## config.mk

```make
export PLATFORM = sky130hd
export DESIGN_NAME = websocket_frame_deframer_top_flat
export DESIGN_NICKNAME = d
export VERILOG_FILES = /design/src/hdl/wsfd_pkg.sv /design/src/hdl/wsfd_in_if.sv /design/src/hdl/wsfd_out_if.sv /design/src/hdl/wsfd_front.sv /design/src/hdl/wsfd_queue.sv /design/src/hdl/wsfd_back.sv /design/src/hdl/websocket_frame_deframer_top.sv /design/src/flat_wrapper.sv
export SDC_FILE = /design/constraint.sdc
export NUM_CORES = 1
export LEC_CHECK = 0
export ABC_AREA = 1
export BUFFER_PORTS_ARGS = -buffer_cell sky130_fd_sc_hd__clkbuf_2
export CORE_MARGIN = 8
export CORE_UTILIZATION = 58
export DETAILED_ROUTE_END_ITERATION = 7
export GPL_TIMING_DRIVEN = 0
export PLACE_DENSITY_LB_ADDON = 0.3
export SYNTH_ARGS = -nofsm -noshare
export SYNTH_HDL_FRONTEND = slang
export SYNTH_HIERARCHICAL = 1
export SYNTH_SLANG_ARGS = --single-unit
```

## constraint.sdc

```tcl
create_clock -name i_clk -period 13.6 [get_ports i_clk]
set_input_delay 1.36 -clock i_clk [delete_from_list [all_inputs] [get_ports i_clk]]
set_output_delay 1.36 -clock i_clk [all_outputs]
set_load 0.005 [all_outputs]
```

## src/hdl/wsfd_pkg.sv

```systemverilog
package wsfd_pkg;

    // result kinds as they appear on the output channel
    typedef enum logic [1:0] {
        KIND_HDR  = 2'd0,
        KIND_DATA = 2'd1,
        KIND_ERR  = 2'd2
    } t_kind;

    localparam int unsigned QUEUE_DEPTH_DEF = 2;

    localparam logic [3:0] OPCODE_CLOSE   = 4'h8;
    localparam logic [6:0] LEN_CODE_EXT16 = 7'd126;
    localparam logic [6:0] LEN_CODE_EXT64 = 7'd127;
    localparam logic [1:0] KEY_STEP_LAST  = 2'd3;

    // one classified byte, ready for the back end to turn into a result
    typedef struct packed {
        t_kind       kind;
        logic [7:0]  first_header;
        logic        mask_on;
        logic [15:0] length;
        logic [7:0]  raw_byte;
        logic [31:0] key_bytes;
        logic [1:0]  key_index;
        logic        last;
    } t_cmd;

endpackage

```

## src/hdl/wsfd_in_if.sv

```systemverilog
interface wsfd_in_if;
    logic       valid;
    logic       ready;
    logic [7:0] rx_byte;

    modport source (output valid, output rx_byte, input ready);
    modport sink (input valid, input rx_byte, output ready);
endinterface

```

## src/hdl/wsfd_out_if.sv

```systemverilog
interface wsfd_out_if;
    logic        valid;
    logic        ready;
    logic [1:0]  kind;
    logic        fin_flag;
    logic [2:0]  reserved_bits;
    logic [3:0]  frame_opcode;
    logic        is_close;
    logic        was_masked;
    logic [15:0] payload_length;
    logic [7:0]  data_byte;
    logic        last;

    modport source (
        output valid, input ready,
        output kind, output fin_flag, output reserved_bits, output frame_opcode,
        output is_close, output was_masked, output payload_length,
        output data_byte, output last
    );
    modport sink (
        input valid, output ready,
        input kind, input fin_flag, input reserved_bits, input frame_opcode,
        input is_close, input was_masked, input payload_length,
        input data_byte, input last
    );
endinterface

```

## src/hdl/wsfd_front.sv

```systemverilog
module wsfd_front
    import wsfd_pkg::*;
(
    input  logic    i_clk,
    input  logic    i_rst_n,
    wsfd_in_if.sink i_rx,
    input  logic    i_full,
    output logic    o_push,
    output t_cmd    o_cmd
);

    typedef enum logic [2:0] {
        PH_HDR0   = 3'd0,
        PH_HDR1   = 3'd1,
        PH_EXTLEN = 3'd2,
        PH_KEY    = 3'd3,
        PH_DATA   = 3'd4
    } t_phase;

    t_phase      r_phase,        n_phase;
    logic [7:0]  r_first_header, n_first_header;
    logic        r_mask_on,      n_mask_on;
    logic [15:0] r_frame_length, n_frame_length;
    logic [31:0] r_key_bytes,    n_key_bytes;
    logic [15:0] r_byte_count,   n_byte_count;
    logic [1:0]  r_header_step,  n_header_step;

    logic        w_accept;
    logic [7:0]  w_b;
    logic [6:0]  w_code;
    logic [15:0] w_ext_len;
    logic        w_hdr_done;
    logic [15:0] w_hdr_len;
    logic        w_fin;

    assign i_rx.ready = !i_full;
    assign w_accept   = i_rx.valid && !i_full;
    assign w_b        = i_rx.rx_byte;
    assign w_code     = w_b[6:0];
    assign w_ext_len  = {r_frame_length[7:0], w_b};
    assign w_fin      = ({1'b0, r_byte_count} + 17'd1) >= {1'b0, r_frame_length};

    always_comb begin
        n_phase        = r_phase;
        n_first_header = r_first_header;
        n_mask_on      = r_mask_on;
        n_frame_length = r_frame_length;
        n_key_bytes    = r_key_bytes;
        n_byte_count   = r_byte_count;
        n_header_step  = r_header_step;
        w_hdr_done     = 1'b0;
        w_hdr_len      = r_frame_length;
        o_push         = 1'b0;
        o_cmd.kind         = KIND_HDR;
        o_cmd.first_header = r_first_header;
        o_cmd.length       = r_frame_length;
        o_cmd.raw_byte     = w_b;
        o_cmd.key_bytes    = r_key_bytes;
        o_cmd.key_index    = r_byte_count[1:0];
        o_cmd.last         = 1'b0;

        if (w_accept) begin
            case (r_phase)
                PH_HDR1: begin
                    n_mask_on = w_b[7];
                    if (w_code == LEN_CODE_EXT64) begin
                        // unsupported 64-bit length, flag and resync
                        o_push       = 1'b1;
                        o_cmd.kind   = KIND_ERR;
                        o_cmd.length = '0;
                        o_cmd.last   = 1'b1;
                        n_phase      = PH_HDR0;
                    end else if (w_code == LEN_CODE_EXT16) begin
                        n_frame_length = '0;
                        n_header_step  = '0;
                        n_phase        = PH_EXTLEN;
                    end else begin
                        n_frame_length = {9'd0, w_code};
                        n_header_step  = '0;
                        n_key_bytes    = '0;
                        if (w_b[7]) begin
                            n_phase = PH_KEY;
                        end else begin
                            w_hdr_done = 1'b1;
                            w_hdr_len  = {9'd0, w_code};
                        end
                    end
                end
                PH_EXTLEN: begin
                    n_frame_length = w_ext_len;
                    if (r_header_step == 2'd0) begin
                        n_header_step = 2'd1;
                    end else begin
                        n_header_step = '0;
                        n_key_bytes   = '0;
                        if (r_mask_on) begin
                            n_phase = PH_KEY;
                        end else begin
                            w_hdr_done = 1'b1;
                            w_hdr_len  = w_ext_len;
                        end
                    end
                end
                PH_KEY: begin
                    n_key_bytes = {r_key_bytes[23:0], w_b};
                    if (r_header_step != KEY_STEP_LAST) begin
                        n_header_step = r_header_step + 2'd1;
                    end else begin
                        n_header_step = '0;
                        w_hdr_done    = 1'b1;
                        w_hdr_len     = r_frame_length;
                    end
                end
                PH_DATA: begin
                    o_push       = 1'b1;
                    o_cmd.kind   = KIND_DATA;
                    o_cmd.last   = w_fin;
                    n_byte_count = r_byte_count + 16'd1;
                    if (w_fin) begin
                        n_phase = PH_HDR0;
                    end
                end
                default: begin
                    n_first_header = w_b;
                    n_mask_on      = 1'b0;
                    n_frame_length = '0;
                    n_key_bytes    = '0;
                    n_byte_count   = '0;
                    n_header_step  = '0;
                    n_phase        = PH_HDR1;
                end
            endcase

            if (w_hdr_done) begin
                o_push       = 1'b1;
                o_cmd.kind   = KIND_HDR;
                o_cmd.length = w_hdr_len;
                o_cmd.last   = (w_hdr_len == 16'd0);
                n_byte_count = '0;
                n_phase      = (w_hdr_len == 16'd0) ? PH_HDR0 : PH_DATA;
            end
        end
        o_cmd.mask_on = n_mask_on;
    end

    always_ff @(posedge i_clk) begin
        if (!i_rst_n) begin
            r_phase        <= PH_HDR0;
            r_first_header <= '0;
            r_mask_on      <= 1'b0;
            r_frame_length <= '0;
            r_key_bytes    <= '0;
            r_byte_count   <= '0;
            r_header_step  <= '0;
        end else begin
            r_phase        <= n_phase;
            r_first_header <= n_first_header;
            r_mask_on      <= n_mask_on;
            r_frame_length <= n_frame_length;
            r_key_bytes    <= n_key_bytes;
            r_byte_count   <= n_byte_count;
            r_header_step  <= n_header_step;
        end
    end

endmodule

```

## src/hdl/wsfd_queue.sv

```systemverilog
module wsfd_queue
    import wsfd_pkg::*;
#(
    parameter int unsigned DEPTH = QUEUE_DEPTH_DEF,
    localparam int unsigned PTR_W = (DEPTH > 1) ? $clog2(DEPTH) : 1,
    localparam int unsigned CNT_W = $clog2(DEPTH + 1)
) (
    input  logic             i_clk,
    input  logic             i_rst_n,
    input  logic             i_push,
    input  t_cmd             i_cmd,
    input  logic             i_pop,
    output t_cmd             o_head,
    output logic             o_full,
    output logic             o_empty,
    output logic [CNT_W-1:0] o_level
);

    t_cmd             r_mem [DEPTH];
    logic [PTR_W-1:0] r_wr_ptr, n_wr_ptr;
    logic [PTR_W-1:0] r_rd_ptr, n_rd_ptr;
    logic [CNT_W-1:0] r_level,  n_level;
    logic             w_do_push;
    logic             w_do_pop;

    assign o_full    = (r_level == CNT_W'(DEPTH));
    assign o_empty   = (r_level == '0);
    assign o_level   = r_level;
    assign o_head    = r_mem[r_rd_ptr];
    assign w_do_push = i_push && !o_full;
    assign w_do_pop  = i_pop && !o_empty;

    always_comb begin
        n_wr_ptr = r_wr_ptr;
        n_rd_ptr = r_rd_ptr;
        n_level  = r_level;
        if (w_do_push) begin
            n_wr_ptr = (r_wr_ptr == PTR_W'(DEPTH - 1)) ? '0 : r_wr_ptr + PTR_W'(1);
        end
        if (w_do_pop) begin
            n_rd_ptr = (r_rd_ptr == PTR_W'(DEPTH - 1)) ? '0 : r_rd_ptr + PTR_W'(1);
        end
        if (w_do_push && !w_do_pop) begin
            n_level = r_level + CNT_W'(1);
        end else if (w_do_pop && !w_do_push) begin
            n_level = r_level - CNT_W'(1);
        end
    end

    always_ff @(posedge i_clk) begin
        if (w_do_push) begin
            r_mem[r_wr_ptr] <= i_cmd;
        end
    end

    always_ff @(posedge i_clk) begin
        if (!i_rst_n) begin
            r_wr_ptr <= '0;
            r_rd_ptr <= '0;
            r_level  <= '0;
        end else begin
            r_wr_ptr <= n_wr_ptr;
            r_rd_ptr <= n_rd_ptr;
            r_level  <= n_level;
        end
    end

endmodule

```

## src/hdl/wsfd_back.sv

```systemverilog
module wsfd_back
    import wsfd_pkg::*;
(
    input  logic         i_clk,
    input  logic         i_rst_n,
    input  logic         i_empty,
    input  t_cmd         i_head,
    output logic         o_pop,
    wsfd_out_if.source   o_res
);

    logic        r_valid;
    logic [1:0]  r_kind;
    logic [7:0]  r_first_header;
    logic        r_mask_on;
    logic [15:0] r_length;
    logic [7:0]  r_data;
    logic        r_last;
    logic [7:0]  w_key;
    logic [7:0]  w_data;

    // key byte 0 is the first one received, held in the top byte
    always_comb begin
        case (i_head.key_index)
            2'd0:    w_key = i_head.key_bytes[31:24];
            2'd1:    w_key = i_head.key_bytes[23:16];
            2'd2:    w_key = i_head.key_bytes[15:8];
            default: w_key = i_head.key_bytes[7:0];
        endcase
        case (i_head.kind)
            KIND_DATA: w_data = i_head.raw_byte ^ w_key;
            default:   w_data = '0;
        endcase
    end

    assign o_pop = !i_empty && (!r_valid || o_res.ready);

    always_ff @(posedge i_clk) begin
        if (!i_rst_n) begin
            r_valid <= 1'b0;
        end else if (o_pop) begin
            r_valid <= 1'b1;
        end else if (o_res.ready) begin
            r_valid <= 1'b0;
        end
    end

    always_ff @(posedge i_clk) begin
        if (o_pop) begin
            r_kind         <= i_head.kind;
            r_first_header <= i_head.first_header;
            r_mask_on      <= i_head.mask_on;
            r_length       <= i_head.length;
            r_data         <= w_data;
            r_last         <= i_head.last;
        end
    end

    assign o_res.valid          = r_valid;
    assign o_res.kind           = r_kind;
    assign o_res.fin_flag       = r_first_header[7];
    assign o_res.reserved_bits  = r_first_header[6:4];
    assign o_res.frame_opcode   = r_first_header[3:0];
    assign o_res.is_close       = (r_first_header[3:0] == OPCODE_CLOSE);
    assign o_res.was_masked     = r_mask_on;
    assign o_res.payload_length = r_length;
    assign o_res.data_byte      = r_data;
    assign o_res.last           = r_last;

endmodule

```

## src/hdl/websocket_frame_deframer_top.sv

```systemverilog
// channel  | dir | handshake          | payload
// ---------+-----+--------------------+---------------------------------------------
// i_rx     | in  | valid/ready        | rx_byte
// o_res    | out | valid/ready        | kind, fin_flag, reserved_bits, frame_opcode,
//          |     |                    | is_close, was_masked, payload_length,
//          |     |                    | data_byte, last
//
// one byte per cycle sustained while the queue has room; a result passes from the front
// parse into a queue entry and then into the back output register
// header bytes that finish nothing produce no result and never touch the queue
// a stalled output fills the queue; the input stalls while the queue holds
// QUEUE_DEPTH entries, with one more result waiting in the output register
// synchronous active-low reset clears the parse state, queue pointers and output valid
module websocket_frame_deframer_top
    import wsfd_pkg::*;
#(
    parameter int unsigned QUEUE_DEPTH = QUEUE_DEPTH_DEF,
    localparam int unsigned LVL_W = $clog2(QUEUE_DEPTH + 1)
) (
    input  logic       i_clk,
    input  logic       i_rst_n,
    wsfd_in_if.sink    i_rx,
    wsfd_out_if.source o_res
);

    // front to queue
    logic             w_push;
    t_cmd             w_push_cmd;
    logic             w_full;
    // queue to back
    logic             w_pop;
    t_cmd             w_head;
    logic             w_empty;
    logic [LVL_W-1:0] w_level;

    // front: header parsing, length and key capture, byte classification
    wsfd_front u_front (
        .i_clk   (i_clk),
        .i_rst_n (i_rst_n),
        .i_rx    (i_rx),
        .i_full  (w_full),
        .o_push  (w_push),
        .o_cmd   (w_push_cmd)
    );

    // short queue so that output stalls do not block parsing right away
    wsfd_queue #(
        .DEPTH (QUEUE_DEPTH)
    ) u_queue (
        .i_clk   (i_clk),
        .i_rst_n (i_rst_n),
        .i_push  (w_push),
        .i_cmd   (w_push_cmd),
        .i_pop   (w_pop),
        .o_head  (w_head),
        .o_full  (w_full),
        .o_empty (w_empty),
        .o_level (w_level)
    );

    // back: unmasking and the output register
    wsfd_back u_back (
        .i_clk   (i_clk),
        .i_rst_n (i_rst_n),
        .i_empty (w_empty),
        .i_head  (w_head),
        .o_pop   (w_pop),
        .o_res   (o_res)
    );

`ifndef SYNTHESIS
    // the front only writes the queue when it has taken a byte, which needs room
    a_no_push_when_full: assert property (@(posedge i_clk) disable iff (!i_rst_n)
        w_push |-> !w_full)
        else $error("queue written while full");

    a_level_bound: assert property (@(posedge i_clk) disable iff (!i_rst_n)
        w_level <= LVL_W'(QUEUE_DEPTH))
        else $error("queue level above depth");

    // an unsupported length always closes the frame
    a_err_is_last: assert property (@(posedge i_clk) disable iff (!i_rst_n)
        (o_res.valid && o_res.kind == KIND_ERR) |-> (o_res.last && o_res.payload_length == '0))
        else $error("error result not marked last");

    // payload bytes only exist for frames of nonzero length
    a_data_len: assert property (@(posedge i_clk) disable iff (!i_rst_n)
        (o_res.valid && o_res.kind == KIND_DATA) |-> (o_res.payload_length != '0))
        else $error("payload byte on empty frame");
`endif

endmodule
```

## src/flat_wrapper.sv

```systemverilog
// flat-port wrapper written by rule: the top's interface ports become plain ports
module websocket_frame_deframer_top_flat import wsfd_pkg::*;
#(
    parameter int unsigned QUEUE_DEPTH = QUEUE_DEPTH_DEF,
    localparam int unsigned LVL_W = $clog2(QUEUE_DEPTH + 1)
)
  (i_clk, i_rst_n, i_rx_valid, i_rx_rx_byte, i_rx_ready, o_res_valid, o_res_ready, o_res_kind, o_res_fin_flag, o_res_reserved_bits, o_res_frame_opcode, o_res_is_close, o_res_was_masked, o_res_payload_length, o_res_data_byte, o_res_last);
  wsfd_in_if i_rx_i ();
  wsfd_out_if o_res_i ();
  input  logic i_clk;
  input  logic i_rst_n;
  input wire logic [$bits(i_rx_i.valid)-1:0] i_rx_valid;
  input wire logic [$bits(i_rx_i.rx_byte)-1:0] i_rx_rx_byte;
  output wire logic [$bits(i_rx_i.ready)-1:0] i_rx_ready;
  output wire logic [$bits(o_res_i.valid)-1:0] o_res_valid;
  input wire logic [$bits(o_res_i.ready)-1:0] o_res_ready;
  output wire logic [$bits(o_res_i.kind)-1:0] o_res_kind;
  output wire logic [$bits(o_res_i.fin_flag)-1:0] o_res_fin_flag;
  output wire logic [$bits(o_res_i.reserved_bits)-1:0] o_res_reserved_bits;
  output wire logic [$bits(o_res_i.frame_opcode)-1:0] o_res_frame_opcode;
  output wire logic [$bits(o_res_i.is_close)-1:0] o_res_is_close;
  output wire logic [$bits(o_res_i.was_masked)-1:0] o_res_was_masked;
  output wire logic [$bits(o_res_i.payload_length)-1:0] o_res_payload_length;
  output wire logic [$bits(o_res_i.data_byte)-1:0] o_res_data_byte;
  output wire logic [$bits(o_res_i.last)-1:0] o_res_last;
  assign i_rx_i.valid = i_rx_valid;
  assign i_rx_i.rx_byte = i_rx_rx_byte;
  assign i_rx_ready = i_rx_i.ready;
  assign o_res_valid = o_res_i.valid;
  assign o_res_i.ready = o_res_ready;
  assign o_res_kind = o_res_i.kind;
  assign o_res_fin_flag = o_res_i.fin_flag;
  assign o_res_reserved_bits = o_res_i.reserved_bits;
  assign o_res_frame_opcode = o_res_i.frame_opcode;
  assign o_res_is_close = o_res_i.is_close;
  assign o_res_was_masked = o_res_i.was_masked;
  assign o_res_payload_length = o_res_i.payload_length;
  assign o_res_data_byte = o_res_i.data_byte;
  assign o_res_last = o_res_i.last;
  websocket_frame_deframer_top #(.QUEUE_DEPTH(QUEUE_DEPTH)) u_core (.i_clk(i_clk), .i_rst_n(i_rst_n), .i_rx(i_rx_i), .o_res(o_res_i));
endmodule
```

; Yosys cells after proc, flatten, opt, wreduce, memory -nomap -nowiden
; Memories as Yosys holds them, arrays and structs flattened. A register that Yosys moved wholly into a read port is not among the register bits.
; Cells that the tools add are included.
[totals]
rom_bits = 0
latchBits = 0
elab_cells = 144
register_bits = 119
mem_count = 1
mem_bits_rw = 140
[memory_table]
columns = memory, words, word_bits, rd, rd_ports_with_merged_regs, wr, line_no
row1 = u_core.u_queue.r_mem, 2, 70, 1, 1, 1, wsfd_queue.sv:19  ; t_cmd r_mem [DEPTH];
[classes]
bitwise_logic = 4
n_shift = 0
n_reduce_logical = 28
div_mod_pow = 0
n_addsub = 7
n_lt_le_gt_ge = 1
muxes = 65
n_eq_ne = 21
mul = 0
[op_table]
columns = operator, n
row1 = 16-bit 2-to-1 mux, 12
row2 = 32-bit one-hot mux with 4 select lines, 1
row3 = 32-bit 2-to-1 mux, 3
row4 = 16-bit one-hot mux with 2 select lines, 2
row5 = 16-bit one-hot mux with 3 select lines, 1
row6 = 3-bit 2-to-1 mux, 8
row7 = 8-bit one-hot mux with 3 select lines, 1
row8 = 1-bit 2-to-1 mux, 22
row9 = "16-bit by 1-bit adder with 17-bit output, second input constant", 1
row10 = 17-bit by 16-bit greater-or-equal comparator with 1-bit output, 1
row11 = "16-bit by 1-bit adder with 16-bit output, second input constant", 1
row12 = 16-bit logical NOT, 1
row13 = "7-bit equality test, second input constant", 2
row14 = 2-bit 2-to-1 mux, 7
row15 = 3-bit one-hot mux with 4 select lines, 1
row16 = "2-bit inequality test, second input constant", 5
row17 = "3-bit inequality test, second input constant", 3
row18 = 2-bit one-hot mux with 4 select lines, 1
row19 = 8-bit XOR, 1
row20 = 7-bit 2-to-1 mux, 1
row21 = "3-bit by 2-bit equality test with 1-bit output, second input constant", 2
row22 = 1-bit logical AND, 6
row23 = 2-bit logical NOT, 3
row24 = 1-bit one-hot mux with 2 select lines, 3
row25 = 23 further kinds, 37

; Logic depth before layout (Yosys ltp)
[depth]
depth_word = 12
mapped_depth = 23

; Cells and area by module
; Netlist, hierarchy kept.
[modules_own_cells]
columns = mod, instances, seq_area_each_um2, cells_per_inst, area_per_inst_um2
row1 = wsfd_queue, 1, 4304.1, 256, 5651.7
row2 = wsfd_front, 1, 1561.5, 669, 4644.5
row3 = wsfd_back, 1, 1101.1, 123, 1502.7

; Worst setup path before layout
; Ideal clock, no wire load.
[synth_timing]
path_type = input to register
start = in i_rx_rx_byte[5]
end = mem u_core/u_queue/r_mem[0][0] (netlist bit), enable pin
required_ps = 13102
n_path_buf = 1
stages = 14
setup_slack_ps = 7585
arrival_time_ps = 5517
cell_sequence = nand2_2 > nor2_8 > a21oi_1 > nand2_4 > nand2_4 > a21oi_4 > inv_2 > nand2_8 > nand2_4 > buf_6 > nor2_4 > inv_2 > o21ai_2 > nor2_1
[synth_between]
elab_chain_cells = 10
[synth_lines]
columns = item, line_no
row1 = start: declaration, flat_wrapper.sv:13  ; input wire logic [$bits(i_rx_i.rx_byte)-1:0] i_rx_rx_byte;
row2 = 7-bit equality test, wsfd_front.sv:73  ; end else if (w_code == LEN_CODE_EXT16) begin
row3 = 1-bit 2-to-1 mux, wsfd_front.sv:73
row4 = 1-bit 2-to-1 mux, wsfd_front.sv:66  ; if (w_code == LEN_CODE_EXT64) begin
row5 = 1-bit one-hot mux with 3 select lines, wsfd_front.sv:63  ; case (r_phase)
row6 = 1-bit 2-to-1 mux, wsfd_front.sv:62  ; if (w_accept) begin
row7 = 1-bit 2-to-1 mux (*), wsfd_front.sv:134  ; if (w_hdr_done) begin
row8 = 1-bit 2-to-1 mux (*), wsfd_front.sv:62
row9 = named net u_core.w_push, websocket_frame_deframer_top.sv:27  ; logic w_push;
row10 = 1-bit logical AND (*), wsfd_queue.sv:30  ; assign w_do_push = i_push && !o_full;
row11 = 1-bit 2-to-1 mux (*), wsfd_queue.sv:51  ; if (w_do_push) begin
row12 = 1-bit 2-to-1 mux (implied by the code) (*), wsfd_queue.sv:52  ; r_mem[r_wr_ptr] <= i_cmd;
row13 = end: declaration, wsfd_queue.sv:19
; The timed path passes the listed nets; every way through them passes the cells marked *. The select of a mux whose other input is x is not followed.

; Final worst setup path
[layout_timing]
start = in i_rx_rx_byte[0]
end = mem u_core/u_queue/r_mem[0][11] (netlist bit), enable pin
; The elaborated chain is that of the path after synthesis.

==> impl_metrics.ini <==
[cells_and_area]
drive_gt1_frac = 0.2207
area_delta_synth_final_pct = 13.52
antenna_cells = 0
nets = 1163
final_util = 0.6662

[worst_setup_path]
crit_required_ns = 13.81
critPathKind = primary input to register
critPathLaunchType = primary input
arrival_ns = 4.15
end_kind = register
crit_fanout = 29

[synthesis]
synth_ff_type = edfxtp_1
synth_area_leaders = edfxtp_1, dfxtp_1, mux2_4
netlist_instances = 1048
ys_seq_elements = 260
synth_area_leader_cell = edfxtp_1
yosysWarnings = 6
synth_area_per_cell_sq_um = 11.26
synth.distinct_cells = 47
async_flop_share = 0
synth_top_area_share = 0.4479
synth_area_sq_um = 11800
ys_seq_area_frac = 0.5905
syn_nets = 1080
synth-edff-count = 176

[grt]
grtUsageTotal = 0.2086
grt_first_pass_wirelength_um = 40350
met3_usage = 0.02877
grt_pass1_vias = 7448
overflow = 0
use_met2 = 0.3403
met1_usage = 0.2847
top_usage_layer = met2
antenna_found_initial = 0
grt_max_degree = 31

[timing]
max_freq_ghz = 0.2539
finalCritPeriodShare = 0.2896
setup_viol = 0
slew_violations = 0
post-route-min-period_ns = 3.938
hold_violations = 0
slew_headroom = 0.5132
rsz0062_at_grt = false
skew_ns = 0.01081
final.setup.tns_ns = 0
tightestPinTransition_ns = 0.7275

[cts]
cts_setup_buffers = 0
clk_pin_slew_worst_paths_ns = 0.06
clk_latency_ns = 0.53
cts_tree = yes
clk_root_buffer_cell = clkbuf_16
cts_resized = 0
h-tree-depth = 1
clockBufferDepth = 3
cts_sinks = 260
cts_hold_buf = 0
cts_buffers = 26

[power]
p_per_area_nw_per_um2 = 153.1
p_leak_nw = 5.087
peakVddDrop_uv = 78.16

[placed_design]
place_congestion = 0.9414
io_buffers = 50
dp_hpwl_um = 18430

[run_status]
status = completed

[detailed_routing]
vias = 8013
route.detailed.drc = 0
avgViaCountPerCell = 5.639
wirelength_um = 26390
initialDrtViolationCount = 659
drt_first_pass_iters = 5
ant_nets = 0
wire_per_inst_um = 18.57

[die]
rows = 52
design.portCount = 51
start_util = 0.5869
fp.coreArea_sq_um = 20100
die_h_um = 158.6
fp.dieArea_sq_um = 25160
dieWidth_um = 158.6

[worst_hold_path]
hold_class = register to register

[run]
drv_cap = 0
[power by group]
part	switching (W)	internal, W
combinational	0.000233	0.000142
clock	0.000288	0.000435
sequential	0.0000273	0.000925
[metal layers]
metal | share of wire | routed length, um
met5 | 0 | 0
met4 | 0.025 | 652
met1 | 0.43 | 11390
met3 | 0.085 | 2237
met2 | 0.46 | 12120
[sequential cells by signal (all words and copies together) (netlist names), named ones only]
name,flops
u_core/u_queue/r_mem,140
u_core/u_queue/r_rd_ptr,1
u_core/u_front/r_mask_on,1
u_core/u_back/o_res.was_masked,1
u_core/u_back/r_first_header,8
u_core/u_back/o_res.last,1
u_core/u_front/r_phase,3
u_core/u_front/r_key_bytes,32
u_core/u_queue/o_level,2
u_core/u_front/r_header_step,2
u_core/u_front/r_first_header,8
u_core/u_front/r_frame_length,16
u_core/u_back/o_res.payload_length,16
u_core/u_back/o_res.kind,2
u_core/u_back/o_res.data_byte,8
u_core/u_back/o_res.valid,1
u_core/u_front/r_byte_count,16
u_core/u_queue/r_wr_ptr,1
[final timing paths]
| check | from | cells past startpoint | slack (ns) | to |
|---|---|---|---|---|
| max reg2reg | u_core/u_front/r_byte_count[0] | 17 | 10.14 | u_core/u_queue/r_mem[0][0] |
| max | i_rx_rx_byte[0] | 18 | 9.66 | u_core/u_queue/r_mem[0][11] |
| min reg2reg | u_core/u_front/r_first_header[3] | 0 | 0.45 | u_core/u_queue/r_mem[0][63] |
| min | u_core/u_front/r_first_header[3] | 0 | 0.45 | u_core/u_queue/r_mem[0][63] |
[critical path, cell delays in order]
cell	delay, ns
clkbuf_2	0.24
inv_1	0.10
nand2_1	0.07
nor2_1	0.08
a21oi_1	0.22
nand2_4	0.14
nand2_4	0.14
a21oi_4	0.05
inv_2	0.13
nand2_8	0.10
nand2_4	0.14
buf_6	0.19
nor2_4	0.05
inv_2	0.06
o21ai_2	0.10
nor2_4	0.45
buf_12	0.27
buf_12	0.22
[Yosys cell counts (all sizes together), types with 3 or more instances]
cell type	count
a21oi	98
nor2	79
nor4	3
nor3	5
a211oi	8
nand2	193
o21ai	61
clkbuf	15
or2	11
edfxtp	176
dfxtp	84
o211ai	3
nand4	5
inv	74
nand3	88
buf	34
xor2	7
xnor2	3
mux2	70
ha	20
[cells in the final DEF, fill, tap and decap left out, types with 10 or more instances in the layout]
cell / instances
clkbuf_2: 50
nand3_1: 85
ha_1: 20
clkbuf_1: 22
a21oi_1: 96
buf_2: 10
buf_4: 11
nand2_1: 181
clkbuf_16: 28
o21ai_0: 47
nor2_1: 68
buf_12: 12
edfxtp_1: 176
dfxtp_1: 84
inv_1: 64
inv_2: 10
mux2_4: 70
[layout make-up]
| cell class | instances | area [sq um] |
|---|---|---|
| Clock inverter | 9 | 98.84 |
| Sequential cell | 260 | 6967 |
| Timing Repair Buffer | 55 | 350.3 |
| Clock buffer | 39 | 782.0 |
| Buffer | 49 | 389.1 |
| Tap cell | 270 | 337.8 |
| Inverter | 74 | 277.8 |
| Fill cell | 1461 | 6710 |
| Multi-Input combinational cell | 665 | 4192 |
[cell families (layout without fill, tap and decap cells)]
logic type | count (synthesis) | after routing | share of synthesized area
multiplexers | 70 | 70 | 0.08908
XOR/XNOR | 10 | 10 | 0.007424
buffers and inverters | 123 | 226 | 0.05652
adder cells (fa/ha/maj) | 20 | 20 | 0.02121
AND/OR/NAND/NOR | 387 | 387 | 0.1508
flip-flops | 260 | 260 | 0.5905
AO/OA/AOI/OAI | 178 | 178 | 0.08452
[through the flow]
stage          instances  instance area (sq um)  hold WS, ns  power [W]  worst slack (ns)
3_3_place_gp        1368                  12390       0.4335   0.001326             5.342
6_report            1421                  13390       0.4543   0.002050             9.662
2_1_floorplan       1048                  11800       0.4203   0.001220             7.585
5_1_grt             1421                  13390       0.4681   0.002127             9.508
4_1_cts             1421                  13390       0.4530   0.002060             9.680
3_5_place_dp        1373                  12510       0.4337   0.001340             9.137
Power figures use the tool's default switching activity.
